[src/rtl/core/mror_pkg.sv]
// Shared types, command and status codes, and defaults for the multi-reader overwrite ring.
package mror_pkg;

    // Default build sizes.
    localparam int DEPTH_DEF   = 16;
    localparam int READERS_DEF = 4;

    // Fixed field widths.
    localparam int CMD_W    = 3;
    localparam int STATUS_W = 2;
    localparam int WORD_W   = 64;
    localparam int LEN_W    = 8;
    localparam int CAP_W    = 5;
    localparam int ML_W     = 9;

    // Configuration port.
    localparam int APB_AW = 3;
    localparam int APB_DW = 32;

    // Configuration register reset values.
    localparam logic [CAP_W-1:0] CAP_RESET = 5'd16;
    localparam logic [ML_W-1:0]  ML_RESET  = 9'd256;

    // Command codes carried on the input tuser.
    typedef enum logic [CMD_W-1:0] {
        CMD_PUT    = 3'd0,
        CMD_ATTACH = 3'd1,
        CMD_DETACH = 3'd2,
        CMD_PEEK   = 3'd3,
        CMD_POP    = 3'd4
    } t_cmd;

    // Result status codes carried on the output tuser.
    typedef enum logic [STATUS_W-1:0] {
        ST_DONE     = 2'd0,
        ST_EMPTY    = 2'd1,
        ST_INACTIVE = 2'd2
    } t_status;

    // Configuration register indexes (byte address bit 2).
    typedef enum logic {
        REG_CAPACITY = 1'b0,
        REG_MAX_LEN  = 1'b1
    } t_reg_idx;

    // Per-reader update strobes; at most one is set in a cycle.
    typedef struct packed {
        logic put;
        logic attach;
        logic detach;
        logic pop;
    } t_rd_ctl;

endpackage

[src/rtl/core/mror_reader.sv]
// One reader of the ring: active flag, read index and fill count.
module mror_reader
    import mror_pkg::*;
#(
    parameter int DEPTH = DEPTH_DEF
) (
    input  logic                             i_clk,
    input  logic                             i_rst_n,
    input  t_rd_ctl                          i_ctl,
    input  logic [$clog2(DEPTH+1)-1:0]       i_cap,
    input  logic [$clog2(DEPTH)-1:0]         i_oldest,
    input  logic [$clog2(DEPTH+1)-1:0]       i_total_fill,
    input  logic [$clog2(DEPTH)-1:0]         i_next_wr,
    output logic                             o_active,
    output logic [$clog2(DEPTH)-1:0]         o_index,
    output logic [$clog2(DEPTH+1)-1:0]       o_fill
);

    localparam int IDX_W  = $clog2(DEPTH);
    localparam int FILL_W = $clog2(DEPTH+1);

    logic              r_active;
    logic [IDX_W-1:0]  r_index;
    logic [FILL_W-1:0] r_fill;

    // Step an index forward, wrapping at the capacity in use.
    function automatic logic [IDX_W-1:0] f_adv(input logic [IDX_W-1:0] idx,
                                               input logic [FILL_W-1:0] cap);
        logic [IDX_W:0] nxt;
        nxt = (IDX_W+1)'(idx) + (IDX_W+1)'(1);
        if (nxt >= (IDX_W+1)'(cap)) begin
            return '0;
        end
        return nxt[IDX_W-1:0];
    endfunction

    // Reader state update. A put drags a full reader along to the new oldest slot.
    always_ff @(posedge i_clk) begin
        if (!i_rst_n) begin
            r_active <= 1'b0;
            r_index  <= '0;
            r_fill   <= '0;
        end else if (i_ctl.attach) begin
            r_active <= 1'b1;
            r_index  <= i_oldest;
            r_fill   <= i_total_fill;
        end else if (i_ctl.detach) begin
            r_active <= 1'b0;
        end else if (i_ctl.pop) begin
            r_fill  <= r_fill - FILL_W'(1);
            r_index <= f_adv(r_index, i_cap);
        end else if (i_ctl.put && r_active) begin
            if (r_fill >= i_cap) begin
                r_index <= i_next_wr;
                r_fill  <= i_cap;
            end else begin
                r_fill  <= r_fill + FILL_W'(1);
            end
        end
    end

    assign o_active = r_active;
    assign o_index  = r_index;
    assign o_fill   = r_fill;

endmodule

[src/rtl/core/multi_reader_overwrite_ring.sv]
// Top level of the multi-reader overwrite ring: command decode, slot stores and result register.
//
// A ring of message slots shared by several readers. Commands arrive on the slave stream:
// tuser carries the command (put, attach reader, detach reader, peek, pop) and tdata the
// reader number, a 64-bit message word and a requested length. Every command yields exactly
// one result on the master stream: tuser carries the status (done, reader empty, reader not
// active), tdata the peeked word, a length, the reader fill and a slot index.
// A put into a full ring overwrites the oldest slot; readers that were full move along.
// The APB port sets the capacity in use and the slot length in bytes; write it only while
// no command is in flight.
// The result of a command is registered and is valid after the edge that accepts the command.
// Throughput is one command per cycle; the slot stores are read and written once per cycle
// and all readers update in parallel. When the receiver stalls, the result register holds
// its transfer and the slave side takes no new command until the result is taken.
// Reset clears the write, oldest and fill counters, detaches every reader and restores the
// register defaults (capacity 16, length 256). The slot stores are not cleared.
module multi_reader_overwrite_ring
    import mror_pkg::*;
#(
    parameter int DEPTH   = DEPTH_DEF,
    parameter int READERS = READERS_DEF
) (
    input  logic                  i_clk,
    input  logic                  i_rst_n,
    // Command stream.
    input  logic                  i_s_tvalid,
    output logic                  o_s_tready,
    // tdata from bit 0: reader_slot, msg_word, msg_length, zero fill
    input  logic [((((READERS > 1) ? $clog2(READERS) : 1) + WORD_W + LEN_W + 7) / 8) * 8 - 1:0]
                                  i_s_tdata,
    // tuser from bit 0: cmd
    input  logic [CMD_W-1:0]      i_s_tuser,
    // Result stream.
    output logic                  o_m_tvalid,
    input  logic                  i_m_tready,
    // tdata from bit 0: data_out, length_out, remaining, slot_index, zero fill
    output logic [((WORD_W + LEN_W + $clog2(DEPTH+1) + $clog2(DEPTH) + 7) / 8) * 8 - 1:0]
                                  o_m_tdata,
    // tuser from bit 0: status
    output logic [STATUS_W-1:0]   o_m_tuser,
    // Configuration port.
    input  logic                  psel,
    input  logic                  penable,
    input  logic                  pwrite,
    input  logic [APB_AW-1:0]     paddr,
    input  logic [APB_DW-1:0]     pwdata,
    output logic [APB_DW-1:0]     prdata,
    output logic                  pready
);

    localparam int IDX_W  = $clog2(DEPTH);
    localparam int FILL_W = $clog2(DEPTH+1);
    localparam int RS_W   = (READERS > 1) ? $clog2(READERS) : 1;
    localparam int OUT_USED = WORD_W + LEN_W + FILL_W + IDX_W;
    localparam int OUT_W  = ((OUT_USED + 7) / 8) * 8;

    // Configuration registers.
    logic [CAP_W-1:0] r_capacity;
    logic [ML_W-1:0]  r_max_len;

    // Ring pointers.
    logic [IDX_W-1:0]  r_wr_idx;
    logic [IDX_W-1:0]  r_oldest;
    logic [FILL_W-1:0] r_total_fill;
    logic [IDX_W-1:0]  n_wr_idx;
    logic [IDX_W-1:0]  n_oldest;
    logic [FILL_W-1:0] n_total_fill;

    // Slot stores.
    logic [WORD_W-1:0] mem_word [DEPTH];
    logic [LEN_W-1:0]  mem_len  [DEPTH];
    logic [WORD_W-1:0] r_word_rd;
    logic [LEN_W-1:0]  r_len_rd;

    // Result register.
    logic              r_valid;
    t_status           r_status;
    logic [LEN_W-1:0]  r_len;
    logic [FILL_W-1:0] r_rem;
    logic [IDX_W-1:0]  r_slot;
    logic              r_peek;
    t_status           n_status;
    logic [LEN_W-1:0]  n_len;
    logic [FILL_W-1:0] n_rem;
    logic [IDX_W-1:0]  n_slot;
    logic              n_peek;

    // Command fields and decode.
    logic              accept;
    t_cmd              cmd;
    logic [RS_W-1:0]   rs;
    logic [WORD_W-1:0] msg_word;
    logic [LEN_W-1:0]  msg_length;
    logic              rs_valid;
    logic              rs_active;
    logic [IDX_W-1:0]  rs_index;
    logic [FILL_W-1:0] rs_fill;
    logic [FILL_W-1:0] cap;
    logic [ML_W-1:0]   max_len;
    logic [ML_W-1:0]   clip_len;
    logic              do_put;

    // Reader state.
    logic              w_active [READERS];
    logic [IDX_W-1:0]  w_index  [READERS];
    logic [FILL_W-1:0] w_fill   [READERS];
    t_rd_ctl           w_ctl    [READERS];

    // Step an index forward, wrapping at the capacity in use.
    function automatic logic [IDX_W-1:0] f_adv(input logic [IDX_W-1:0] idx,
                                               input logic [FILL_W-1:0] cap_in);
        logic [IDX_W:0] nxt;
        nxt = (IDX_W+1)'(idx) + (IDX_W+1)'(1);
        if (nxt >= (IDX_W+1)'(cap_in)) begin
            return '0;
        end
        return nxt[IDX_W-1:0];
    endfunction

    // Stream handshake: a new command enters whenever the result register frees up.
    assign o_s_tready = !r_valid || i_m_tready;
    assign accept     = i_s_tvalid && o_s_tready;

    // Unpack the command transfer.
    assign cmd        = t_cmd'(i_s_tuser);
    assign rs         = i_s_tdata[RS_W-1:0];
    assign msg_word   = i_s_tdata[RS_W +: WORD_W];
    assign msg_length = i_s_tdata[RS_W + WORD_W +: LEN_W];

    // Selected reader.
    assign rs_valid  = 32'(rs) < READERS;
    assign rs_active = rs_valid && w_active[rs];
    assign rs_index  = w_index[rs];
    assign rs_fill   = w_fill[rs];

    // Capacity in use, clamped to 1..DEPTH.
    always_comb begin
        if (r_capacity == '0) begin
            cap = FILL_W'(1);
        end else if (32'(r_capacity) > DEPTH) begin
            cap = FILL_W'(DEPTH);
        end else begin
            cap = FILL_W'(r_capacity);
        end
    end

    // Length clip: a zero slot length acts as one byte.
    assign max_len  = (r_max_len == '0) ? ML_W'(1) : r_max_len;
    assign clip_len = (ML_W'(msg_length) >= max_len) ? (max_len - ML_W'(1))
                                                     : ML_W'(msg_length);

    assign do_put = accept && (cmd == CMD_PUT);

    // Ring pointer update on a put; a full ring drops its oldest slot.
    always_comb begin
        n_wr_idx     = r_wr_idx;
        n_oldest     = r_oldest;
        n_total_fill = r_total_fill;
        if (do_put) begin
            n_wr_idx = f_adv(r_wr_idx, cap);
            if (r_total_fill >= cap) begin
                n_oldest     = f_adv(r_oldest, cap);
                n_total_fill = cap;
            end else begin
                n_total_fill = r_total_fill + FILL_W'(1);
            end
        end
    end

    // Result fields for the command.
    always_comb begin
        n_status = ST_DONE;
        n_len    = '0;
        n_rem    = '0;
        n_slot   = '0;
        n_peek   = 1'b0;
        case (cmd)
            CMD_PUT: begin
                n_len  = clip_len[LEN_W-1:0];
                n_slot = r_wr_idx;
            end
            CMD_ATTACH: begin
                if (!rs_valid) begin
                    n_status = ST_INACTIVE;
                end else begin
                    n_rem = r_total_fill;
                end
            end
            CMD_DETACH: begin
                if (!rs_active) begin
                    n_status = ST_INACTIVE;
                end
            end
            CMD_PEEK: begin
                if (!rs_active) begin
                    n_status = ST_INACTIVE;
                end else if (rs_fill == '0) begin
                    n_status = ST_EMPTY;
                end else begin
                    n_peek = 1'b1;
                    n_rem  = rs_fill;
                    n_slot = rs_index;
                end
            end
            CMD_POP: begin
                if (!rs_active) begin
                    n_status = ST_INACTIVE;
                end else if (rs_fill == '0) begin
                    n_status = ST_EMPTY;
                end
            end
            default: begin
                n_status = ST_DONE;
            end
        endcase
    end

    // Readers.
    for (genvar g = 0; g < READERS; g++) begin : g_reader
        logic hit;
        assign hit = accept && (32'(rs) == g);
        assign w_ctl[g].put    = do_put;
        assign w_ctl[g].attach = hit && (cmd == CMD_ATTACH);
        assign w_ctl[g].detach = hit && (cmd == CMD_DETACH) && w_active[g];
        assign w_ctl[g].pop    = hit && (cmd == CMD_POP) && w_active[g] && (w_fill[g] != '0);

        mror_reader #(
            .DEPTH(DEPTH)
        ) u_reader (
            .i_clk        (i_clk),
            .i_rst_n      (i_rst_n),
            .i_ctl        (w_ctl[g]),
            .i_cap        (cap),
            .i_oldest     (r_oldest),
            .i_total_fill (r_total_fill),
            .i_next_wr    (n_wr_idx),
            .o_active     (w_active[g]),
            .o_index      (w_index[g]),
            .o_fill       (w_fill[g])
        );
    end

    // Slot stores: written by a put, read at the selected reader's index.
    always_ff @(posedge i_clk) begin
        if (do_put) begin
            mem_word[r_wr_idx] <= msg_word;
            mem_len[r_wr_idx]  <= clip_len[LEN_W-1:0];
        end
        if (accept) begin
            r_word_rd <= mem_word[rs_index];
            r_len_rd  <= mem_len[rs_index];
        end
    end

    // Ring pointers and result valid.
    always_ff @(posedge i_clk) begin
        if (!i_rst_n) begin
            r_wr_idx     <= '0;
            r_oldest     <= '0;
            r_total_fill <= '0;
            r_valid      <= 1'b0;
        end else begin
            r_wr_idx     <= n_wr_idx;
            r_oldest     <= n_oldest;
            r_total_fill <= n_total_fill;
            if (accept) begin
                r_valid <= 1'b1;
            end else if (i_m_tready) begin
                r_valid <= 1'b0;
            end
        end
    end

    // Result payload, loaded on each accepted command.
    always_ff @(posedge i_clk) begin
        if (accept) begin
            r_status <= n_status;
            r_len    <= n_len;
            r_rem    <= n_rem;
            r_slot   <= n_slot;
            r_peek   <= n_peek;
        end
    end

    // Result transfer.
    assign o_m_tvalid = r_valid;
    assign o_m_tuser  = r_status;
    assign o_m_tdata  = {(OUT_W - OUT_USED)'(0), r_slot, r_rem,
                         (r_peek ? r_len_rd : r_len),
                         (r_peek ? r_word_rd : WORD_W'(0))};

    // Configuration registers.
    always_ff @(posedge i_clk) begin
        if (!i_rst_n) begin
            r_capacity <= CAP_RESET;
            r_max_len  <= ML_RESET;
        end else if (psel && penable && pwrite && pready) begin
            case (t_reg_idx'(paddr[2]))
                REG_CAPACITY: r_capacity <= pwdata[CAP_W-1:0];
                REG_MAX_LEN:  r_max_len  <= pwdata[ML_W-1:0];
                default:      r_capacity <= r_capacity;
            endcase
        end
    end

    // Register read-back.
    always_comb begin
        case (t_reg_idx'(paddr[2]))
            REG_CAPACITY: prdata = APB_DW'(r_capacity);
            REG_MAX_LEN:  prdata = APB_DW'(r_max_len);
            default:      prdata = '0;
        endcase
    end

    assign pready = 1'b1;

endmodule
[config.mk]
export PLATFORM = sky130hd
export DESIGN_NAME = multi_reader_overwrite_ring
export DESIGN_NICKNAME = d
export VERILOG_FILES = /design/src/rtl/core/mror_pkg.sv /design/src/rtl/core/mror_reader.sv /design/src/rtl/core/multi_reader_overwrite_ring.sv
export SDC_FILE = /design/constraint.sdc
export NUM_CORES = 2
export LEC_CHECK = 0
export BUFFER_PORTS_ARGS = -buffer_cell sky130_fd_sc_hd__buf_2
export CORE_MARGIN = 5
export CORE_UTILIZATION = 55
export CTS_BUF_LIST = sky130_fd_sc_hd__clkbuf_8
export DETAILED_ROUTE_END_ITERATION = 8
export HOLD_SLACK_MARGIN = 0.08
export PLACE_DENSITY = 0.76
export SYNTH_ARGS = -nofsm -noshare
export SYNTH_HDL_FRONTEND = slang
export SYNTH_SLANG_ARGS = --single-unit
[constraint.sdc]
create_clock -name i_clk -period 5.8 [get_ports i_clk]
set_input_delay 0.87 -clock i_clk [delete_from_list [all_inputs] [get_ports i_clk]]
set_output_delay 0.87 -clock i_clk [all_outputs]
set_load 0.03 [all_outputs]
# Yosys cells after proc, flatten, opt, wreduce, memory -nomap -nowiden
# Memories as Yosys holds them, arrays and structs flattened. A register that Yosys moved wholly into a read port is not among the register bits.
# Cells that the tools add are included.
# W data, S select, Z words.
# totals
regBits	88
mem_bits_rw	1152
input_bits	125
output_inout_bits	125
elab_cells	259
memories	2
# op_classes
add_sub_neg	16
n_lt_le_gt_ge	14
eq_ne	11
mux	118
bitwise_logic	2
reduce_logical	73
# memory_table
memory	words	width	rd	rd_clocked_by_memory_dff	wr	line_no	text
mem_word	16	64	1	1	1	multi_reader_overwrite_ring.sv:70	logic [WORD_W-1:0] mem_word [DEPTH];
mem_len	16	8	1	1	1	multi_reader_overwrite_ring.sv:71	logic [LEN_W-1:0] mem_len [DEPTH];
# ops
cell	count
$mux W4	37
$mux W5	27
$mux W64	1
$pmux W32 S2	1
$ge A5 B5 Y1	11
$mux W1	41
$logic_and A1 B1 Y1	36
$add A4 B1 Y5 const B	6
$add A5 B1 Y5 const B	5
$reduce_bool A3 Y1	8
$reduce_bool A5 Y1	4
$sub A5 B1 Y5 const B	4
$mux W8	2
$reduce_and A2 Y1	8
$reduce_and A3 Y1	4
$bmux W5 S2	1
$logic_not A5 Y1	2
$pmux W5 S2	1
$reduce_bool A2 Y1	5
$ge A8 B9 Y1	1
$logic_not A9 Y1	1
$mux W9	1
$bmux W4 S2	1
$ne A2 B1 Y1 const B	4
19 further kinds	22

# Logic depth before layout (Yosys ltp)
# depth
depth_word	15
ltp_mapped	14
ltp_nobuf	13

# Cells and area by module
# From an unflattened synthesis, not the netlist that was laid out.
# unflattened
cells_unflattened	4233
area_unflattened_um2	55359.3
# modules_own_cells
module	n_inst	cells_per_inst	area_each_um2	seq_area_each_um2
multi_reader_overwrite_ring	1	3741	51285.4	37916.4
mror_reader	4	123	1018.5	200.2

# Least setup slack after synthesis
# OpenSTA, ideal clock, no wires.
# synth_timing
kind	input port to flip-flop
from	in i_m_tready
to	reg g_reader[3].u_reader.r_index[2]
setup_time_ps	117
arrival_ps	4342
required_ps	5683
path_slack_ps	1341
stages	8
n_path_buf	1
path_cell_list	nor2b_1 -> buf_6 -> clkinv_2 -> and2_1 -> and3_1 -> nand2_1 -> and3_1 -> a32o_1
# synth_between
elab_chain_cells	9
# synth_rtl
item	line_no	text
start: declaration	multi_reader_overwrite_ring.sv:35	input logic i_m_tready,
$logic_or A1 B1 Y1 *	multi_reader_overwrite_ring.sv:121	assign o_s_tready = !r_valid || i_m_tready;
via o_s_tready	multi_reader_overwrite_ring.sv:27	output logic o_s_tready,
$logic_and A1 B1 Y1 *	multi_reader_overwrite_ring.sv:122	assign accept = i_s_tvalid && o_s_tready;
via accept	multi_reader_overwrite_ring.sv:89	logic accept;
$logic_and A1 B1 Y1 (on tied branches)	multi_reader_overwrite_ring.sv:152, multi_reader_overwrite_ring.sv:221	
$mux W4 or $logic_and A1 B1 Y1 (tied branches)	multi_reader_overwrite_ring.sv:159, multi_reader_overwrite_ring.sv:225	
$mux W4 or $logic_and A1 B1 Y1 (tied branches)	mror_reader.sv:53, multi_reader_overwrite_ring.sv:225	
$mux W4 or $logic_and A1 B1 Y1 (tied branches)	mror_reader.sv:52, multi_reader_overwrite_ring.sv:225	
$mux W4	mror_reader.sv:49	end else if (i_ctl.pop) begin
$mux W4	mror_reader.sv:47	end else if (i_ctl.detach) begin
$mux W4	mror_reader.sv:43	end else if (i_ctl.attach) begin
end signal: assignment	mror_reader.sv:45	r_index <= i_oldest;
end signal: assignment	mror_reader.sv:51	r_index <= f_adv(r_index, i_cap);
end signal: assignment	mror_reader.sv:54	r_index <= i_next_wr;
end: declaration	mror_reader.sv:23	logic [IDX_W-1:0] r_index;
# Mark *: on every way through the listed nets, which the timed path passes. The rest lies on a longest branch. The select of a mux whose other input is x is not followed.
# A chain may end at the register's enable or synchronous reset.

# Final worst setup path
# layout_timing
from	reg r_max_len[4]
to	mem mem_len[0][0], data pin
# layout_between
elab_chain_cells	4
# layout_rtl
item	line_no	text
start: declaration	multi_reader_overwrite_ring.sv:59	logic [ML_W-1:0] r_max_len;
start signal: assignment	multi_reader_overwrite_ring.sv:300	REG_MAX_LEN: r_max_len <= pwdata[ML_W-1:0];
$logic_not A9 Y1	multi_reader_overwrite_ring.sv:148	assign max_len = (r_max_len == '0) ? ML_W'(1) : r_max_len;
$mux W9 *	multi_reader_overwrite_ring.sv:148	
$sub A8 B1 Y8 or $ge A8 B9 Y1 (tied branches)	multi_reader_overwrite_ring.sv:149	assign clip_len = (ML_W'(msg_length) >= max_len) ? (max_len - ML_W'(1))
$mux W8 *	multi_reader_overwrite_ring.sv:149	
via clip_len[0]	multi_reader_overwrite_ring.sv:100	logic [ML_W-1:0] clip_len;
end: declaration	multi_reader_overwrite_ring.sv:71	
# Mark *: on every way through the listed nets, which the timed path passes. The rest lies on a longest branch.

==> results.env <==
STATUS='finished clean'
FINALSETUPTNS_NS=0
IR_DROP_V=0.0002468
CRITICAL_PATH_PEAK_FANOUT=17
ROUTABILITYCONGESTION=0.9108
MIN_PATH_CELLS=3
DRC=0
CAP_VIOLATIONS=0
CRITPATHMAXSTAGEDELAY_NS=0.97
SYNTH_TOP_AREA_SHARE_PCT=69.97
PORT_BUFFERS=187
FP.DIEAREA_MM2=0.1034
KIND_OF_CRITICAL_PATH='reg2reg'
PLACE_AREA_MM2=0.05569
PIN_COUNT=250
SW_FRAC_OF_TOTAL_PCT=21.55
COMBPWRFRAC_PCT=2.7
HP-CLASS='in2reg'
WORST_HOLD_PATH.ENDPOINT='r_max_len[8]'
H-TREE-DEPTH=4
SLEW_VIOL_FINAL=0
GLOBAL_ROUTE_WIRE_LENGTH_BEFORE_REPAIR_MM=184.9
NNETSFINAL=3306
LAYOUT.CELLS.MOST_COMMON='sky130_fd_sc_hd__edfxtp_1'
FP.DIEW_UM=321.6
NUMBER_OF_GATES_GIVEN_A_NEW_DRIVE_STRENGTH_AFTER_CTS=0
INITIAL_UTILIZATION_PCT=55.28
POST_DRT_VIA_CELL_RATIO=6.244
WORSTSETUPENDPOINTTYPE='register'
LAYOUT_COMMON_CELLS='sky130_fd_sc_hd__edfxtp_1, sky130_fd_sc_hd__mux4_2, sky130_fd_sc_hd__clkbuf_8, sky130_fd_sc_hd__buf_2, sky130_fd_sc_hd__inv_1'
POST-ROUTE-MIN-PERIOD_NS=4.102
SYNTH_AREA_LEADER_CELL='sky130_fd_sc_hd__edfxtp_1'
TIMING.CRITICAL_PATH.CELLS='or3_1 > or3_1 > nor4_1 > nor2_1 > inv_2 > ha_1 > inv_1 > a21boi_0 > o21ai_0 > a21o_1 > a211oi_2 > mux2i_1'
TIMING_WORST_SLEW_PIN_VALUE_NS=1.166
AREA_GROWTH_SYN_TO_LAYOUT_PCT=11.58
FMAX_GHz=0.2438
CTS-BUFFERS-INSERTED=201
DRIVE_ABOVE_1_SHARE_PCT=26.23
SLOWEST_STAGE='sky130_fd_sc_hd__mux2i_1'
YS_SEQ_ELEMENTS=1312
SYNTH_AREA_MM2=0.05338
DIE_H_UM=321.6
HPWLAFTERDP_MM=66.79
CRITICAL_PATH.MOST_COMMON_CELL='sky130_fd_sc_hd__or3_1'
CRITICAL_PATH.STARTPOINT_TYPE='register'
GR-USAGE-ALL-LAYERS_PCT=23.90
DETAIL_ROUTE.ITER0.VIOLATIONS=3343
SYNTH_WARNINGS=0
GRT_PASS1_VIAS=29550
DRT-WIRELENGTH-PER-CELL_UM=27.15
WORST_EP_REQUIRED_TIME_NS=6.27
R2R_CELLS=12
CTS_TREE='built'
SYN_INST=2808
FINISHED_LAYOUT_CELL_AREA_MM2=0.05956
SYNTHESIS.AREA_PER_INSTANCE_UM2=19.01
INT_PWR_mW=14.32
CLOCK_TREE.BUFFER_DEPTH=3
POSTCTSSETUPREPAIRBUFS=0
CLK_LATENCY_NS=0.88
WORST_HOLD_SLACK_NS=0.2316
FIN_WORST_SKEW_NS=0.06031
CLOCK_POWER_SHARE_PCT=40.1
SYNTH_ASYNC_SR_FLOP_SHARE_PCT=0
STARTPOINT_OF_THE_MOST_CRITICAL_REGISTER_TO_REGISTER_PATH='r_max_len[4]'
DESIGN.CORE.AREA_MM2=0.09657
SWITCHING_POWER_mW=3.932
POWER.LEAKAGE_nW=19.83
GRT_MAX_DEGREE=73
POWER.DENSITY_CELL_AREA_mW_PER_MM2=306.4
YS_SEQ_AREA_SHARE_PCT=72.52
R2R_END='mem_len[0][0]'
ANTENNA_LEFT=0
CTSROOTBUFFERMASTER='sky130_fd_sc_hd__clkbuf_8'
DESIGN_POWER_TOTAL_mW=18.25
GRT_ANTENNA_BEFORE_REPAIR=16
POWER.SHARE.SEQUENTIAL_PCT=57.2
CTS.SINK_COUNT=1312
TIMING.FINAL.HOLD_VIOLATIONS=0
ROUTED_WL_MM=123.5
NUMBER_OF_ENABLE_FLIP_FLOP_CELLS_AFTER_SYNTHESIS=1244
UNREPAIRED_SETUP_ENDPOINTS_AFTER_GLOBAL_ROUTING='no'
R2R_SETUP_SLACK_NS=1.70
DETAILEDROUTE.FIRSTPASSITERATIONCOUNT=8
POST-ROUTE-PERIOD-UTIL_PCT=70.72
HOLD_PATH_STARTPOINT='pwdata[8]'
SETUP_VIOL=0
MAX-SLEW-MARGIN-REL_PCT=22.27
CTS.HOLD.BUFFERS_ADDED=0
SYNTH_TOP_CELLS_BY_AREA='sky130_fd_sc_hd__edfxtp_1, sky130_fd_sc_hd__mux4_2, sky130_fd_sc_hd__dfxtp_1'
CLK_PIN_SLEW_WORST_PATHS_NS=0.06
VIAS=28390
LEFTOVER_OVERFLOW_AT_THE_END_OF_GLOBAL_ROUTING=0
YS.FLOP_TYPE='sky130_fd_sc_hd__edfxtp_1'
WORSTPATHARRIVAL_NS=4.57
ROW_COUNT=114
YS_TYPES=84
routing by layer:
metal / GRT usage (%) / vias to the layer above / share of wire (%)
met4: 7.913 / 6 / 2.7
li1: - / 12060 / -
met1: 32.11 / 14660 / 38
met2: 40.12 / 1431 / 51
met5: 0 / - / 0.036
met3: 4.480 / 236 / 8.2
final cells by class:
class,instances,area [µm²]
flip-flops and latches,1312,38720
fillers,6588,37000
multi-input cells,1308,13690
clock buffers,205,2821
well taps,1276,1597
repair buffers,243,1544
clock inverters,157,1031
inverters,38,146.4
diodes,8,20.02
worst max path at each step:
stage | endpoint | slack, ns | from
6_report | mem_len[0][0] | 1.70 | r_max_len[4]
5_1_grt | mem_len[1][0] | 1.36 | r_max_len[4]
4_1_cts | mem_len[9][0] | 1.64 | r_max_len[4]
3_5_place_dp | r_word_rd[37] | 1.48 | i_s_tdata[0]
3_3_place_gp | r_word_rd[2] | 1.59 | i_s_tdata[0]
2_1_floorplan | g_reader[3].u_reader.o_index[2] | 1.34 | i_m_tready
kinds of logic after synthesis:
kind of cell | count (synthesis) | share of synthesized area (%)
AND/OR/NAND/NOR | 391 | 3.947
buffers and inverters | 217 | 2.180
multiplexers | 397 | 14.47
adder cells (fa/ha/maj) | 80 | 1.861
XOR/XNOR | 23 | 0.3773
flip-flops | 1312 | 72.52
AO/OA/AOI/OAI | 386 | 4.627
other | 2 | 0.01407
metrics by stage:
step	utilization, %	setup WS [ns]	cells
final	61.68	1.698	4547
after global routing	61.67	1.356	4543
after CTS	61.66	1.642	4539
after detailed placement	57.67	1.482	4177
after global placement	57.67	1.595	4177
after floorplan	-	1.341	2837
power by group through the flow:
stage	registers, mW	clock network (mW)	logic [mW]
after floorplan	10.6	0	0.281
after global placement	10.6	0	0.465
after detailed placement	10.6	0	0.491
final	10.4	7.32	0.491
after CTS	10.4	7.44	0.491
after global routing	10.4	7.93	0.532
synthesized netlist by cell type, types with 28 or more instances:
| cell type | count |
|---|---|
| sky130_fd_sc_hd__ha_1 | 77 |
| sky130_fd_sc_hd__a21oi_1 | 72 |
| sky130_fd_sc_hd__nand2_1 | 95 |
| sky130_fd_sc_hd__buf_2 | 52 |
| sky130_fd_sc_hd__inv_1 | 33 |
| sky130_fd_sc_hd__edfxtp_1 | 1244 |
| sky130_fd_sc_hd__dfxtp_1 | 68 |
| sky130_fd_sc_hd__o21ai_1 | 83 |
| sky130_fd_sc_hd__buf_4 | 47 |
| sky130_fd_sc_hd__o21ai_0 | 45 |
| sky130_fd_sc_hd__nand3_1 | 31 |
| sky130_fd_sc_hd__a22oi_1 | 73 |
| sky130_fd_sc_hd__mux2i_1 | 81 |
| sky130_fd_sc_hd__mux4_2 | 298 |
| sky130_fd_sc_hd__clkbuf_1 | 57 |
| sky130_fd_sc_hd__nor2_1 | 49 |
| sky130_fd_sc_hd__and2_1 | 96 |
| sky130_fd_sc_hd__nor3_1 | 28 |
sequential cells by signal (all words and copies together), names as in the netlist, 5 cells and up:
name,cells
mem_len,128
r_len,8
r_capacity,5
r_len_rd,8
g_reader.u_reader.o_fill,20
mem_word,1024
g_reader.u_reader.o_index,16
r_total_fill,5
r_rem,5
r_max_len,9
r_word_rd,64
critical path: cells and delay by family (launching register included):
kind,cells,cell delay (ns)
AOI/OAI and AO/OA,4,1.10
DFF,1,0.38
muxes,1,0.97
and+or+nand+nor,4,1.02
adders and majority gates,1,0.12
buffers and inverters,2,0.10
Note: power is estimated with default switching activity, not from simulation.
